[config.mk]
export PLATFORM = sky130hd
export DESIGN_NAME = link_error_statistics_counter
export DESIGN_NICKNAME = d
export VERILOG_FILES = /design/src/hw/rtl/lesc_pkg.sv /design/src/hw/rtl/lesc_front.sv /design/src/hw/rtl/lesc_queue.sv /design/src/hw/rtl/lesc_back.sv /design/src/hw/rtl/link_error_statistics_counter.sv
export SDC_FILE = /design/constraint.sdc
export NUM_CORES = 2
export LEC_CHECK = 0
export BUFFER_PORTS_ARGS = -buffer_cell sky130_fd_sc_hd__buf_2
export CAP_MARGIN = 20
export CORE_MARGIN = 5
export CORE_UTILIZATION = 56
export CTS_BUF_LIST = sky130_fd_sc_hd__clkbuf_16
export CTS_CLUSTER_DIAMETER = 80
export DETAILED_ROUTE_END_ITERATION = 12
export PLACE_DENSITY = 0.77
export SLEW_MARGIN = 10
export SYNTH_ARGS = -nofsm -noshare
export SYNTH_HDL_FRONTEND = slang
export SYNTH_SLANG_ARGS = --single-unit
export TNS_END_PERCENT = 30
[constraint.sdc]
create_clock -name clk -period 8.4 [get_ports clk]
set_clock_uncertainty 0.15 [all_clocks]
set_input_delay 0.84 -clock clk [delete_from_list [all_inputs] [get_ports clk]]
set_output_delay 0.84 -clock clk [all_outputs]
set_load 0.005 [all_outputs]
[src/hw/rtl/lesc_pkg.sv]
package lesc_pkg;

    // Default sizing of the counter layout and the stamp log
    localparam int DEF_STAMP_SLOTS = 10;
    localparam int DEF_PA_CODES    = 5;
    localparam int DEF_DL_CODES    = 16;
    localparam int DEF_NL_CODES    = 3;
    localparam int DEF_TL_CODES    = 7;
    localparam int DEF_DME_CODES   = 4;

    // Fatal and link-lost counters sit below the layer groups
    localparam int FIXED_COUNTERS = 5;
    localparam int LINK_LOST_IDX  = 4;

    // Status word bit positions of the fixed counters
    localparam int BIT_DEVICE_FATAL = 11;
    localparam int BIT_HOST_FATAL   = 16;
    localparam int BIT_BUS_FATAL    = 17;
    localparam int BIT_CRYPTO_FATAL = 18;
    localparam int BIT_LINK_LOST    = 31;

    // Field widths
    localparam int CMD_W     = 3;
    localparam int STATUS_W  = 32;
    localparam int NOW_W     = 63;
    localparam int RIDX_W    = 6;
    localparam int DATA_W    = 64;
    localparam int BCNT_W    = 5;
    localparam int CNT_W     = 32;
    localparam int CFG_IDX_W = 3;
    localparam int CFG_W     = 32;

    // Counter index width covers the largest layout (170 counters plus stamps)
    localparam int IDX_W  = 8;
    localparam int HIT_W  = 32;
    localparam int HCNT_W = 6;

    localparam logic [BCNT_W-1:0] BCNT_MAX = '1;

    localparam int QUEUE_DEPTH = 2;

    // Configuration reset values
    localparam logic [CFG_W-1:0] RST_PA_MASK   = 32'd31;
    localparam logic [CFG_W-1:0] RST_DL_MASK   = 32'd65535;
    localparam logic [CFG_W-1:0] RST_NL_MASK   = 32'd7;
    localparam logic [CFG_W-1:0] RST_TL_MASK   = 32'd127;
    localparam logic [CFG_W-1:0] RST_DME_MASK  = 32'd1;
    localparam logic [CFG_W-1:0] RST_STAMP_GAP = 32'd1000000000;

    typedef enum logic [CMD_W-1:0] {
        CMD_FATAL = 3'd0,
        CMD_LINK  = 3'd1,
        CMD_PA    = 3'd2,
        CMD_DL    = 3'd3,
        CMD_NL    = 3'd4,
        CMD_TL    = 3'd5,
        CMD_DME   = 3'd6,
        CMD_READ  = 3'd7
    } cmd_t;

    typedef enum logic [CFG_IDX_W-1:0] {
        REG_PA_MASK   = 3'd0,
        REG_DL_MASK   = 3'd1,
        REG_NL_MASK   = 3'd2,
        REG_TL_MASK   = 3'd3,
        REG_DME_MASK  = 3'd4,
        REG_STAMP_GAP = 3'd5
    } cfg_reg_t;

    typedef enum logic [2:0] {
        BK_IDLE,
        BK_STEP,
        BK_WRITE,
        BK_READ,
        BK_DONE
    } back_state_t;

    typedef struct packed {
        logic [CFG_W-1:0] pa;
        logic [CFG_W-1:0] dl;
        logic [CFG_W-1:0] nl;
        logic [CFG_W-1:0] tl;
        logic [CFG_W-1:0] dme;
    } lesc_masks_t;

    // One classified word handed from front to back
    typedef struct packed {
        logic              is_read;
        logic              is_layer;
        logic [RIDX_W-1:0] read_index;
        logic [HIT_W-1:0]  hits;
        logic [IDX_W-1:0]  code_base;
        logic [IDX_W-1:0]  total_idx;
        logic [HCNT_W-1:0] hit_count;
        logic [NOW_W-1:0]  now_time;
    } lesc_job_t;

    function automatic int num_counters(int pa, int dl, int nl, int tl, int dme);
        return FIXED_COUNTERS + 5 + pa + dl + nl + tl + dme;
    endfunction

    // Ones in the low n bit positions
    function automatic logic [HIT_W-1:0] code_span(int n);
        logic [HIT_W-1:0] r;
        r = '0;
        for (int i = 0; i < HIT_W; i++)
        begin
            r[i] = (i < n);
        end
        return r;
    endfunction

    localparam int DEF_NUM_COUNTERS = num_counters(DEF_PA_CODES, DEF_DL_CODES,
        DEF_NL_CODES, DEF_TL_CODES, DEF_DME_CODES);

endpackage

[src/hw/rtl/lesc_front.sv]
module lesc_front
    import lesc_pkg::*;
#(
    parameter int PA_CODES  = DEF_PA_CODES,
    parameter int DL_CODES  = DEF_DL_CODES,
    parameter int NL_CODES  = DEF_NL_CODES,
    parameter int TL_CODES  = DEF_TL_CODES,
    parameter int DME_CODES = DEF_DME_CODES
)
(
    input  logic                in_valid,
    output logic                in_ready,
    input  logic [CMD_W-1:0]    cmd,
    input  logic [STATUS_W-1:0] status_word,
    input  logic [NOW_W-1:0]    now_time,
    input  logic [RIDX_W-1:0]   read_index,
    input  lesc_masks_t         masks,
    input  logic                q_full,
    output logic                q_push,
    output lesc_job_t           q_data
);

    localparam int PA_BASE  = FIXED_COUNTERS;
    localparam int DL_BASE  = PA_BASE + 1 + PA_CODES;
    localparam int NL_BASE  = DL_BASE + 1 + DL_CODES;
    localparam int TL_BASE  = NL_BASE + 1 + NL_CODES;
    localparam int DME_BASE = TL_BASE + 1 + TL_CODES;

    localparam logic [HIT_W-1:0] PA_SPAN  = code_span(PA_CODES);
    localparam logic [HIT_W-1:0] DL_SPAN  = code_span(DL_CODES);
    localparam logic [HIT_W-1:0] NL_SPAN  = code_span(NL_CODES);
    localparam logic [HIT_W-1:0] TL_SPAN  = code_span(TL_CODES);
    localparam logic [HIT_W-1:0] DME_SPAN = code_span(DME_CODES);

    // Take a word whenever the queue has room
    assign in_ready = !q_full;
    assign q_push   = in_valid && !q_full;

    // Classify the word: which counters it bumps, and where
    always_comb
    begin
        q_data            = '0;
        q_data.read_index = read_index;
        q_data.now_time   = now_time;
        case (cmd_t'(cmd))
            CMD_FATAL:
            begin
                q_data.hits[3:0] = {status_word[BIT_CRYPTO_FATAL], status_word[BIT_BUS_FATAL],
                                    status_word[BIT_HOST_FATAL], status_word[BIT_DEVICE_FATAL]};
                q_data.code_base = '0;
            end
            CMD_LINK:
            begin
                q_data.hits[0]   = status_word[BIT_LINK_LOST];
                q_data.code_base = IDX_W'(LINK_LOST_IDX);
            end
            CMD_PA:
            begin
                q_data.is_layer  = 1'b1;
                q_data.hits      = status_word & masks.pa & PA_SPAN;
                q_data.total_idx = IDX_W'(PA_BASE);
                q_data.code_base = IDX_W'(PA_BASE + 1);
            end
            CMD_DL:
            begin
                q_data.is_layer  = 1'b1;
                q_data.hits      = status_word & masks.dl & DL_SPAN;
                q_data.total_idx = IDX_W'(DL_BASE);
                q_data.code_base = IDX_W'(DL_BASE + 1);
            end
            CMD_NL:
            begin
                q_data.is_layer  = 1'b1;
                q_data.hits      = status_word & masks.nl & NL_SPAN;
                q_data.total_idx = IDX_W'(NL_BASE);
                q_data.code_base = IDX_W'(NL_BASE + 1);
            end
            CMD_TL:
            begin
                q_data.is_layer  = 1'b1;
                q_data.hits      = status_word & masks.tl & TL_SPAN;
                q_data.total_idx = IDX_W'(TL_BASE);
                q_data.code_base = IDX_W'(TL_BASE + 1);
            end
            CMD_DME:
            begin
                q_data.is_layer  = 1'b1;
                q_data.hits      = status_word & masks.dme & DME_SPAN;
                q_data.total_idx = IDX_W'(DME_BASE);
                q_data.code_base = IDX_W'(DME_BASE + 1);
            end
            CMD_READ:
            begin
                q_data.is_read = 1'b1;
            end
            default:
            begin
                q_data.is_read = 1'b0;
            end
        endcase
        q_data.hit_count = HCNT_W'($countones(q_data.hits));
    end

endmodule

[src/hw/rtl/lesc_queue.sv]
module lesc_queue
    import lesc_pkg::*;
#(
    parameter int DEPTH = QUEUE_DEPTH
)
(
    input  logic      clk,
    input  logic      rst_n,
    input  logic      push,
    input  lesc_job_t push_data,
    input  logic      pop,
    output lesc_job_t pop_data,
    output logic      full,
    output logic      empty
);

    localparam int PTR_W = (DEPTH > 1) ? $clog2(DEPTH) : 1;
    localparam int CNT_W = $clog2(DEPTH + 1);
    localparam logic [PTR_W-1:0] LAST_PTR = PTR_W'(DEPTH - 1);

    lesc_job_t        entry_reg [DEPTH];
    logic [PTR_W-1:0] wr_ptr_reg;
    logic [PTR_W-1:0] wr_ptr_next;
    logic [PTR_W-1:0] rd_ptr_reg;
    logic [PTR_W-1:0] rd_ptr_next;
    logic [CNT_W-1:0] count_reg;
    logic [CNT_W-1:0] count_next;

    assign full     = (count_reg == CNT_W'(DEPTH));
    assign empty    = (count_reg == '0);
    assign pop_data = entry_reg[rd_ptr_reg];

    // Advance pointers and occupancy
    always_comb
    begin
        wr_ptr_next = wr_ptr_reg;
        rd_ptr_next = rd_ptr_reg;
        count_next  = count_reg;
        if (push)
        begin
            wr_ptr_next = (wr_ptr_reg == LAST_PTR) ? '0 : wr_ptr_reg + 1'b1;
        end
        if (pop)
        begin
            rd_ptr_next = (rd_ptr_reg == LAST_PTR) ? '0 : rd_ptr_reg + 1'b1;
        end
        if (push && !pop)
        begin
            count_next = count_reg + 1'b1;
        end
        else if (pop && !push)
        begin
            count_next = count_reg - 1'b1;
        end
    end

    always_ff @(posedge clk or negedge rst_n)
    begin
        if (!rst_n)
        begin
            wr_ptr_reg <= '0;
            rd_ptr_reg <= '0;
            count_reg  <= '0;
        end
        else
        begin
            wr_ptr_reg <= wr_ptr_next;
            rd_ptr_reg <= rd_ptr_next;
            count_reg  <= count_next;
        end
    end

    // Hold queued words
    always_ff @(posedge clk)
    begin
        if (push)
        begin
            entry_reg[wr_ptr_reg] <= push_data;
        end
    end

endmodule

[src/hw/rtl/lesc_back.sv]
module lesc_back
    import lesc_pkg::*;
#(
    parameter int STAMP_SLOTS  = DEF_STAMP_SLOTS,
    parameter int NUM_COUNTERS = DEF_NUM_COUNTERS
)
(
    input  logic              clk,
    input  logic              rst_n,
    input  logic              q_empty,
    input  lesc_job_t         q_data,
    output logic              q_pop,
    input  logic [CFG_W-1:0]  stamp_min_gap,
    output logic              out_valid,
    input  logic              out_ready,
    output logic [DATA_W-1:0] read_data,
    output logic [BCNT_W-1:0] bits_counted,
    output logic              stamp_logged
);

    localparam int CNT_AW      = $clog2(NUM_COUNTERS);
    localparam int SLOT_AW     = (STAMP_SLOTS > 1) ? $clog2(STAMP_SLOTS) : 1;
    localparam int SCNT_W      = $clog2(STAMP_SLOTS + 1);
    localparam int STAMP_BASE  = NUM_COUNTERS;
    localparam int COUNT_INDEX = NUM_COUNTERS + STAMP_SLOTS;

    // Counter memory with one valid bit per entry
    logic [CNT_W-1:0]        cnt_mem [NUM_COUNTERS];
    logic [NUM_COUNTERS-1:0] cnt_valid_reg;
    logic [CNT_W-1:0]        mem_rdata_reg;
    logic                    mem_rvalid_reg;

    // Stamp log
    logic [NOW_W-1:0]  stamp_log_reg [STAMP_SLOTS];
    logic [SCNT_W-1:0] stamp_count_reg;
    logic [NOW_W-1:0]  last_stamp_reg;

    back_state_t       state_reg;
    back_state_t       state_next;
    lesc_job_t         job_reg;
    lesc_job_t         job_next;
    logic [HIT_W-1:0]  pending_reg;
    logic [HIT_W-1:0]  pending_next;
    logic              tot_done_reg;
    logic              tot_done_next;
    logic [CNT_AW-1:0] addr_reg;
    logic [CNT_AW-1:0] addr_next;
    logic [HCNT_W-1:0] inc_reg;
    logic [HCNT_W-1:0] inc_next;
    logic              logged_reg;
    logic              logged_next;
    logic [DATA_W-1:0] data_reg;
    logic [DATA_W-1:0] data_next;

    logic              out_valid_reg;
    logic [DATA_W-1:0] read_data_reg;
    logic [BCNT_W-1:0] bits_counted_reg;
    logic              stamp_logged_reg;

    logic              rd_en;
    logic [CNT_AW-1:0] rd_addr;
    logic              wr_en;
    logic [CNT_W-1:0]  wr_data;
    logic              stamp_take;
    logic              load_out;
    logic [4:0]        low_pos;
    logic [IDX_W-1:0]  code_addr;
    logic [IDX_W-1:0]  head_ridx;
    logic [IDX_W-1:0]  job_ridx;
    logic [IDX_W-1:0]  slot_off;
    logic [DATA_W-1:0] stamp_limit;
    logic              stamp_ok;
    logic [DATA_W-1:0] rd_value;

    assign out_valid    = out_valid_reg;
    assign read_data    = read_data_reg;
    assign bits_counted = bits_counted_reg;
    assign stamp_logged = stamp_logged_reg;

    // Find the lowest code bit still to count
    always_comb
    begin
        low_pos = '0;
        for (int i = HIT_W - 1; i >= 0; i--)
        begin
            if (pending_reg[i])
            begin
                low_pos = 5'(i);
            end
        end
    end

    assign code_addr = job_reg.code_base + IDX_W'(low_pos);
    assign head_ridx = IDX_W'(q_data.read_index);
    assign job_ridx  = IDX_W'(job_reg.read_index);
    assign slot_off  = job_ridx - IDX_W'(STAMP_BASE);

    // Accept a stamp into the log if there is room and it is far enough past the last
    assign stamp_limit = {1'b0, last_stamp_reg} + DATA_W'(stamp_min_gap);
    assign stamp_ok    = (stamp_count_reg < SCNT_W'(STAMP_SLOTS)) &&
                         ((stamp_count_reg == '0) || ({1'b0, q_data.now_time} > stamp_limit));

    // Select the value returned by a read word
    always_comb
    begin
        rd_value = '0;
        if (job_ridx < IDX_W'(NUM_COUNTERS))
        begin
            rd_value = mem_rvalid_reg ? DATA_W'(mem_rdata_reg) : '0;
        end
        else if (job_ridx < IDX_W'(COUNT_INDEX))
        begin
            if (slot_off < IDX_W'(stamp_count_reg))
            begin
                rd_value = DATA_W'(stamp_log_reg[slot_off[SLOT_AW-1:0]]);
            end
        end
        else if (job_ridx == IDX_W'(COUNT_INDEX))
        begin
            rd_value = DATA_W'(stamp_count_reg);
        end
    end

    // Sequence each word: pop, read-modify-write each counter of an event or read one value, deliver
    always_comb
    begin
        state_next    = state_reg;
        job_next      = job_reg;
        pending_next  = pending_reg;
        tot_done_next = tot_done_reg;
        addr_next     = addr_reg;
        inc_next      = inc_reg;
        logged_next   = logged_reg;
        data_next     = data_reg;
        q_pop         = 1'b0;
        rd_en         = 1'b0;
        rd_addr       = '0;
        wr_en         = 1'b0;
        wr_data       = '0;
        stamp_take    = 1'b0;
        load_out      = 1'b0;
        case (state_reg)
            BK_IDLE:
            begin
                if (!q_empty)
                begin
                    q_pop         = 1'b1;
                    job_next      = q_data;
                    pending_next  = q_data.hits;
                    tot_done_next = !q_data.is_layer || (q_data.hit_count == '0);
                    logged_next   = 1'b0;
                    data_next     = '0;
                    if (q_data.is_read)
                    begin
                        if (head_ridx < IDX_W'(NUM_COUNTERS))
                        begin
                            rd_en   = 1'b1;
                            rd_addr = head_ridx[CNT_AW-1:0];
                        end
                        state_next = BK_READ;
                    end
                    else
                    begin
                        if (q_data.is_layer && stamp_ok)
                        begin
                            stamp_take  = 1'b1;
                            logged_next = 1'b1;
                        end
                        state_next = BK_STEP;
                    end
                end
            end
            BK_STEP:
            begin
                if (pending_reg != '0)
                begin
                    rd_en        = 1'b1;
                    rd_addr      = code_addr[CNT_AW-1:0];
                    addr_next    = code_addr[CNT_AW-1:0];
                    inc_next     = HCNT_W'(1);
                    pending_next = pending_reg & (pending_reg - 1'b1);
                    state_next   = BK_WRITE;
                end
                else if (!tot_done_reg)
                begin
                    rd_en         = 1'b1;
                    rd_addr       = job_reg.total_idx[CNT_AW-1:0];
                    addr_next     = job_reg.total_idx[CNT_AW-1:0];
                    inc_next      = job_reg.hit_count;
                    tot_done_next = 1'b1;
                    state_next    = BK_WRITE;
                end
                else
                begin
                    state_next = BK_DONE;
                end
            end
            BK_WRITE:
            begin
                wr_en      = 1'b1;
                wr_data    = (mem_rvalid_reg ? mem_rdata_reg : '0) + CNT_W'(inc_reg);
                state_next = BK_STEP;
            end
            BK_READ:
            begin
                data_next  = rd_value;
                state_next = BK_DONE;
            end
            BK_DONE:
            begin
                if (!out_valid_reg || out_ready)
                begin
                    load_out   = 1'b1;
                    state_next = BK_IDLE;
                end
            end
            default:
            begin
                state_next = BK_IDLE;
            end
        endcase
    end

    always_ff @(posedge clk or negedge rst_n)
    begin
        if (!rst_n)
        begin
            state_reg       <= BK_IDLE;
            out_valid_reg   <= 1'b0;
            stamp_count_reg <= '0;
            cnt_valid_reg   <= '0;
        end
        else
        begin
            state_reg <= state_next;
            if (load_out)
            begin
                out_valid_reg <= 1'b1;
            end
            else if (out_ready)
            begin
                out_valid_reg <= 1'b0;
            end
            if (stamp_take)
            begin
                stamp_count_reg <= stamp_count_reg + 1'b1;
            end
            if (wr_en)
            begin
                cnt_valid_reg[addr_reg] <= 1'b1;
            end
        end
    end

    // Hold the word under work and the pending result
    always_ff @(posedge clk)
    begin
        job_reg      <= job_next;
        pending_reg  <= pending_next;
        tot_done_reg <= tot_done_next;
        addr_reg     <= addr_next;
        inc_reg      <= inc_next;
        logged_reg   <= logged_next;
        data_reg     <= data_next;
        if (load_out)
        begin
            read_data_reg    <= data_reg;
            bits_counted_reg <= (job_reg.hit_count > HCNT_W'(BCNT_MAX)) ?
                                BCNT_MAX : job_reg.hit_count[BCNT_W-1:0];
            stamp_logged_reg <= logged_reg;
        end
    end

    // Counter memory port: registered read, one write
    always_ff @(posedge clk)
    begin
        if (rd_en)
        begin
            mem_rdata_reg  <= cnt_mem[rd_addr];
            mem_rvalid_reg <= cnt_valid_reg[rd_addr];
        end
        if (wr_en)
        begin
            cnt_mem[addr_reg] <= wr_data;
        end
    end

    // Append the stamp
    always_ff @(posedge clk)
    begin
        if (stamp_take)
        begin
            stamp_log_reg[stamp_count_reg[SLOT_AW-1:0]] <= q_data.now_time;
            last_stamp_reg                               <= q_data.now_time;
        end
    end

endmodule

[src/hw/rtl/link_error_statistics_counter.sv]
// Link error statistics counter.
// Input channel (in_valid/in_ready) takes one word per event: cmd selects a fatal,
// link-lost or layer event, or a read; status_word, now_time and read_index ride along.
// Output channel (out_valid/out_ready) returns exactly one word per input word:
// read_data for reads, bits_counted and stamp_logged for events.
// Configuration: cfg_write with cfg_index/cfg_data sets the five layer masks and the
// minimum stamp gap; write only while no word is in flight.
// Sequencing: a read is popped, looked up and delivered; an event is popped, then each
// counter it updates (one per counted code bit, plus the layer total when any bit
// counts) is read and then written before the result is delivered. The back end handles
// one word at a time; a 2-word queue lets the input keep taking words meanwhile.
// Each bump goes through the single-port counter memory as a read then a write.
// Reset clears all counters (per-entry valid bits), the stamp log count and the
// configuration to its defaults; the block is ready in the first cycle after reset.
// When the receiver stalls, the result waits in the output register, the back end
// holds its next finished word, and the queue fills before in_ready drops.
module link_error_statistics_counter
    import lesc_pkg::*;
#(
    parameter int STAMP_SLOTS = DEF_STAMP_SLOTS,
    parameter int PA_CODES    = DEF_PA_CODES,
    parameter int DL_CODES    = DEF_DL_CODES,
    parameter int NL_CODES    = DEF_NL_CODES,
    parameter int TL_CODES    = DEF_TL_CODES,
    parameter int DME_CODES   = DEF_DME_CODES
)
(
    input  logic                 clk,
    input  logic                 rst_n,
    input  logic                 cfg_write,
    input  logic [CFG_IDX_W-1:0] cfg_index,
    input  logic [CFG_W-1:0]     cfg_data,
    input  logic                 in_valid,
    output logic                 in_ready,
    input  logic [CMD_W-1:0]     cmd,
    input  logic [STATUS_W-1:0]  status_word,
    input  logic [NOW_W-1:0]     now_time,
    input  logic [RIDX_W-1:0]    read_index,
    output logic                 out_valid,
    input  logic                 out_ready,
    output logic [DATA_W-1:0]    read_data,
    output logic [BCNT_W-1:0]    bits_counted,
    output logic                 stamp_logged
);

    localparam int NUM_COUNTERS = num_counters(PA_CODES, DL_CODES, NL_CODES, TL_CODES,
                                               DME_CODES);

    lesc_masks_t      masks_reg;
    logic [CFG_W-1:0] stamp_gap_reg;
    logic             q_full;
    logic             q_empty;
    logic             q_push;
    logic             q_pop;
    lesc_job_t        push_data;
    lesc_job_t        pop_data;

    // Configuration registers
    always_ff @(posedge clk or negedge rst_n)
    begin
        if (!rst_n)
        begin
            masks_reg.pa  <= RST_PA_MASK;
            masks_reg.dl  <= RST_DL_MASK;
            masks_reg.nl  <= RST_NL_MASK;
            masks_reg.tl  <= RST_TL_MASK;
            masks_reg.dme <= RST_DME_MASK;
            stamp_gap_reg <= RST_STAMP_GAP;
        end
        else if (cfg_write)
        begin
            case (cfg_reg_t'(cfg_index))
                REG_PA_MASK:   masks_reg.pa  <= cfg_data;
                REG_DL_MASK:   masks_reg.dl  <= cfg_data;
                REG_NL_MASK:   masks_reg.nl  <= cfg_data;
                REG_TL_MASK:   masks_reg.tl  <= cfg_data;
                REG_DME_MASK:  masks_reg.dme <= cfg_data;
                REG_STAMP_GAP: stamp_gap_reg <= cfg_data;
                default:       stamp_gap_reg <= stamp_gap_reg;
            endcase
        end
    end

    lesc_front #(
        .PA_CODES  (PA_CODES),
        .DL_CODES  (DL_CODES),
        .NL_CODES  (NL_CODES),
        .TL_CODES  (TL_CODES),
        .DME_CODES (DME_CODES)
    ) u_front (
        .in_valid    (in_valid),
        .in_ready    (in_ready),
        .cmd         (cmd),
        .status_word (status_word),
        .now_time    (now_time),
        .read_index  (read_index),
        .masks       (masks_reg),
        .q_full      (q_full),
        .q_push      (q_push),
        .q_data      (push_data)
    );

    lesc_queue #(
        .DEPTH (QUEUE_DEPTH)
    ) u_queue (
        .clk       (clk),
        .rst_n     (rst_n),
        .push      (q_push),
        .push_data (push_data),
        .pop       (q_pop),
        .pop_data  (pop_data),
        .full      (q_full),
        .empty     (q_empty)
    );

    lesc_back #(
        .STAMP_SLOTS  (STAMP_SLOTS),
        .NUM_COUNTERS (NUM_COUNTERS)
    ) u_back (
        .clk           (clk),
        .rst_n         (rst_n),
        .q_empty       (q_empty),
        .q_data        (pop_data),
        .q_pop         (q_pop),
        .stamp_min_gap (stamp_gap_reg),
        .out_valid     (out_valid),
        .out_ready     (out_ready),
        .read_data     (read_data),
        .bits_counted  (bits_counted),
        .stamp_logged  (stamp_logged)
    );

endmodule

==> results.yml <==
run_status:
  outcome: "completed"
worst_hold_path:
  min_path_cells: 2
  hold_path_end: "masks_reg[102]"
  min-delay-start: "cfg_data[6]"
  hp-class: "input port to register"
worst_setup_path:
  critical_path_peak_fanout: 63
  r2r_setup_slack_ns: 0.55
  startpoint: "stamp_gap_reg[0]"
  path_class: "register to register"
  start_kind: "register"
  end_kind: "register"
  worstRegToRegCells: 21
  r2r-end: "u_back.stamp_log_reg[4][57]"
  rr_startpoint: "stamp_gap_reg[0]"
  required_ns: 8.76
  crit_arrival_ns: 8.20
placed_design:
  placed_cells: 9749
  io_buffers: 202
  gp_congestion: 0.886
  hpwl_um: 155000
  pre_cts_ws_ns: 0.824
  placed_area_um2: 114000
sta:
  maxSlewHeadroom_pct: 20.7
  setup_viol: 0
  rsz0062_at_grt: "no"
  period_share_pct: 93.4
  fmax_ghz: 0.127
  setup_ws_ns: 0.555
  setup_tns_ns: 0
  period_minus_slack_ns: 7.85
  finalHoldViolCount: 0
  slew_viol_final: 0
  worst_pin_slew_ns: 1.18
global_route:
  grt_util_met1_pct: 35.4
  grt_pass1_wl_um: 411000
  gr-total-overflow: 0
  gr-usage-all-layers_pct: 26.8
  grt_util_met3_pct: 4.64
  grt_start_max_net_pins: 160
  grt_pass1_vias: 65700
  grt-busiest-layer: "met2"
  use_met2_pct: 43.7
  antenna_found_initial: 12
clock_network:
  cts_root_buf: "clkbuf_16"
  clock_path_buffers: 4
  cts_made_buffers: 282
  h-tree-depth: 5
  cts.repair.resized: 0
  clk_latency_ns: 0.93
  cts_tree: "built"
  cts.sinks: 2695
  path_clk_slew_ns: 0.06
logic_synthesis:
  ys_types: 79
  post-synth-top-area-fraction_pct: 70.9
  synth_most_common_cell: "edfxtp_1"
  syn_area_um2: 109000
  synth_nets: 7499
  synthCells: 7213
  async_flop_share_pct: 4.60
  yosysTopAreaCell: "edfxtp_1"
  yosys_warnings: 0
  synth_area_leaders: "edfxtp_1 71%, nand2_1 4.4%, mux2i_1 2.6%, mux4_2 2.6%, nand3_1 2.1%"
  ys.flop_type: "edfxtp_1"
  synthTopCellsByCount: "2571 x edfxtp_1, 1271 x nand2_1, 467 x nand3_1, 301 x a21oi_1, 285 x mux2i_1"
  ys_seq_elements: 2695
  synth_edf_count: 2571
  ys_seq_area_share_pct: 73.8
  avgSynthCellArea_um2: 15.1
cells_and_area:
  syn2layout_area_growth_pct: 12.9
  drive_above_1_share_pct: 16.0
  nNetsFinal: 7865
  multiInputGateArea_um2: 27300
  final-seq-area_um2: 80400
  fin_cells: 10300
  n_fill_cell: 13100
  largest_register_ffs: 1440
  final_cell_area_um2: 123000
detailed_routing:
  drtIter0Drc: 8418
  dr.pass1.iters: 6
  via_per_inst: 6.37
  drt_wl_total_um: 276000
  avgRoutedWirePerCell_um: 26.8
  drtAntennaViolNets: 0
  dr_total_vias: 65700
  drc: 0
floorplanning:
  fp.dieW_um: 451
  initial_core_util_pct: 56.1
  die_y_um: 451
  pin_count: 216
  die_area_um2: 203000
  core-area_um2: 194000
  rows: 162
power_and_ir_drop:
  ir_worst_vdd_mv: 0.359
  power_mw: 47.0
  p_leak_nw: 43.9
  p_per_area_nw_per_um2: 382
job:
  max-cap-violations: 0
worst max-delay path: stages, from the launching register on:
cell and delay, ns:
dfrtp_1 0.38, ha_1 0.23, fa_1 0.40, a21o_1 0.20
a221oi_1 0.56, o21ai_0 0.26, a21o_1 0.28, a211oi_1 0.52
o21bai_1 0.18, xnor2_1 0.16, ha_1 0.27, nand4_1 0.21
nor4_2 0.55, o21ai_0 0.16, a31oi_1 0.40, a211oi_1 0.25
o21ai_0 0.22, o31ai_1 0.10, buf_4 0.18, nor3_1 0.40
o21a_4 0.29, and4_4 1.01
logic make-up (layout without fill, tap and decap cells):
| group | count (synthesis) | after routing | share of synthesized area (%) |
|---|---|---|---|
| compound gates | 917 | 917 | 5.62 |
| xor+xnor | 98 | 98 | 0.788 |
| flops | 2695 | 2695 | 73.8 |
| simple gates | 2330 | 2330 | 9.51 |
| other cells | 1 | 8 | 0.00344 |
| fa+ha+maj | 142 | 142 | 1.73 |
| mux | 567 | 567 | 6.84 |
| buf+inv | 463 | 1021 | 1.75 |
metal layers:
| metal | vias to the layer above | wire, um |
|---|---|---|
| li1 | 28300 | - |
| met1 | 32800 | 101000 |
| met2 | 3910 | 134000 |
| met3 | 790 | 27500 |
| met4 | 4 | 14100 |
| met5 | - | 24 |
per-stage QoR:
step,hold WS [ns],util [%]
final,0.0610,63.4
after global placement,0.250,58.6
after floorplan,0.250,-
after CTS,0.000996,63.3
after detailed placement,0.255,58.6
after global routing,0.0299,63.4
power by group:
part	switching, mW	internal (mW)	leakage (nW)
combinational	11.9	5.72	14.3
sequential	0.812	17.2	25.2
clock	4.87	6.45	4.33
total	17.6	29.4	43.9
repair_timing:
item                      in CTS  in global routing
hold endpoints to repair     199                  0
hold buffers                  85                  0
buffers inserted               0                  0
placed cells by master, fill, tap and decap left out, types with 54 or more instances in the layout:
cell type,count
nor2_1,128
a311oi_1,67
nand3_1,467
clkbuf_16,288
mux2_2,156
a31oi_1,76
dfrtp_1,78
o21ai_0,90
a21oi_1,297
inv_1,130
mux4_2,126
clkinv_1,56
and3_1,72
o221ai_1,68
nand2_1,1267
dlygate4sd3_1,85
edfxtp_1,2571
xnor2_1,54
ha_1,127
a211oi_1,105
buf_4,169
buf_2,201
mux2i_1,285
worst max-delay path by stage:
stage / endpoint / cells past startpoint
after floorplan: u_back.stamp_log_reg[6][0] / 24
after global placement: u_back.stamp_log_reg[3][57] / 23
after detailed placement: u_back.stamp_log_reg[4][57] / 23
after CTS: u_back.stamp_log_reg[7][58] / 23
after global routing: u_back.stamp_log_reg[4][57] / 24
final: u_back.stamp_log_reg[4][57] / 21
area by class of cell:
type | instances | area share, %
Inverter | 62 | 0.190
Tap cell | 2542 | 2.58
Sequential cell | 2695 | 65.3
Clock buffer | 288 | 5.86
Antenna cell | 7 | 0.0142
Timing Repair Buffer | 483 | 2.99
Clock inverter | 188 | 0.866
Multi-Input combinational cell | 4055 | 22.2
No activity file was read; power rests on OpenSTA's default activity.
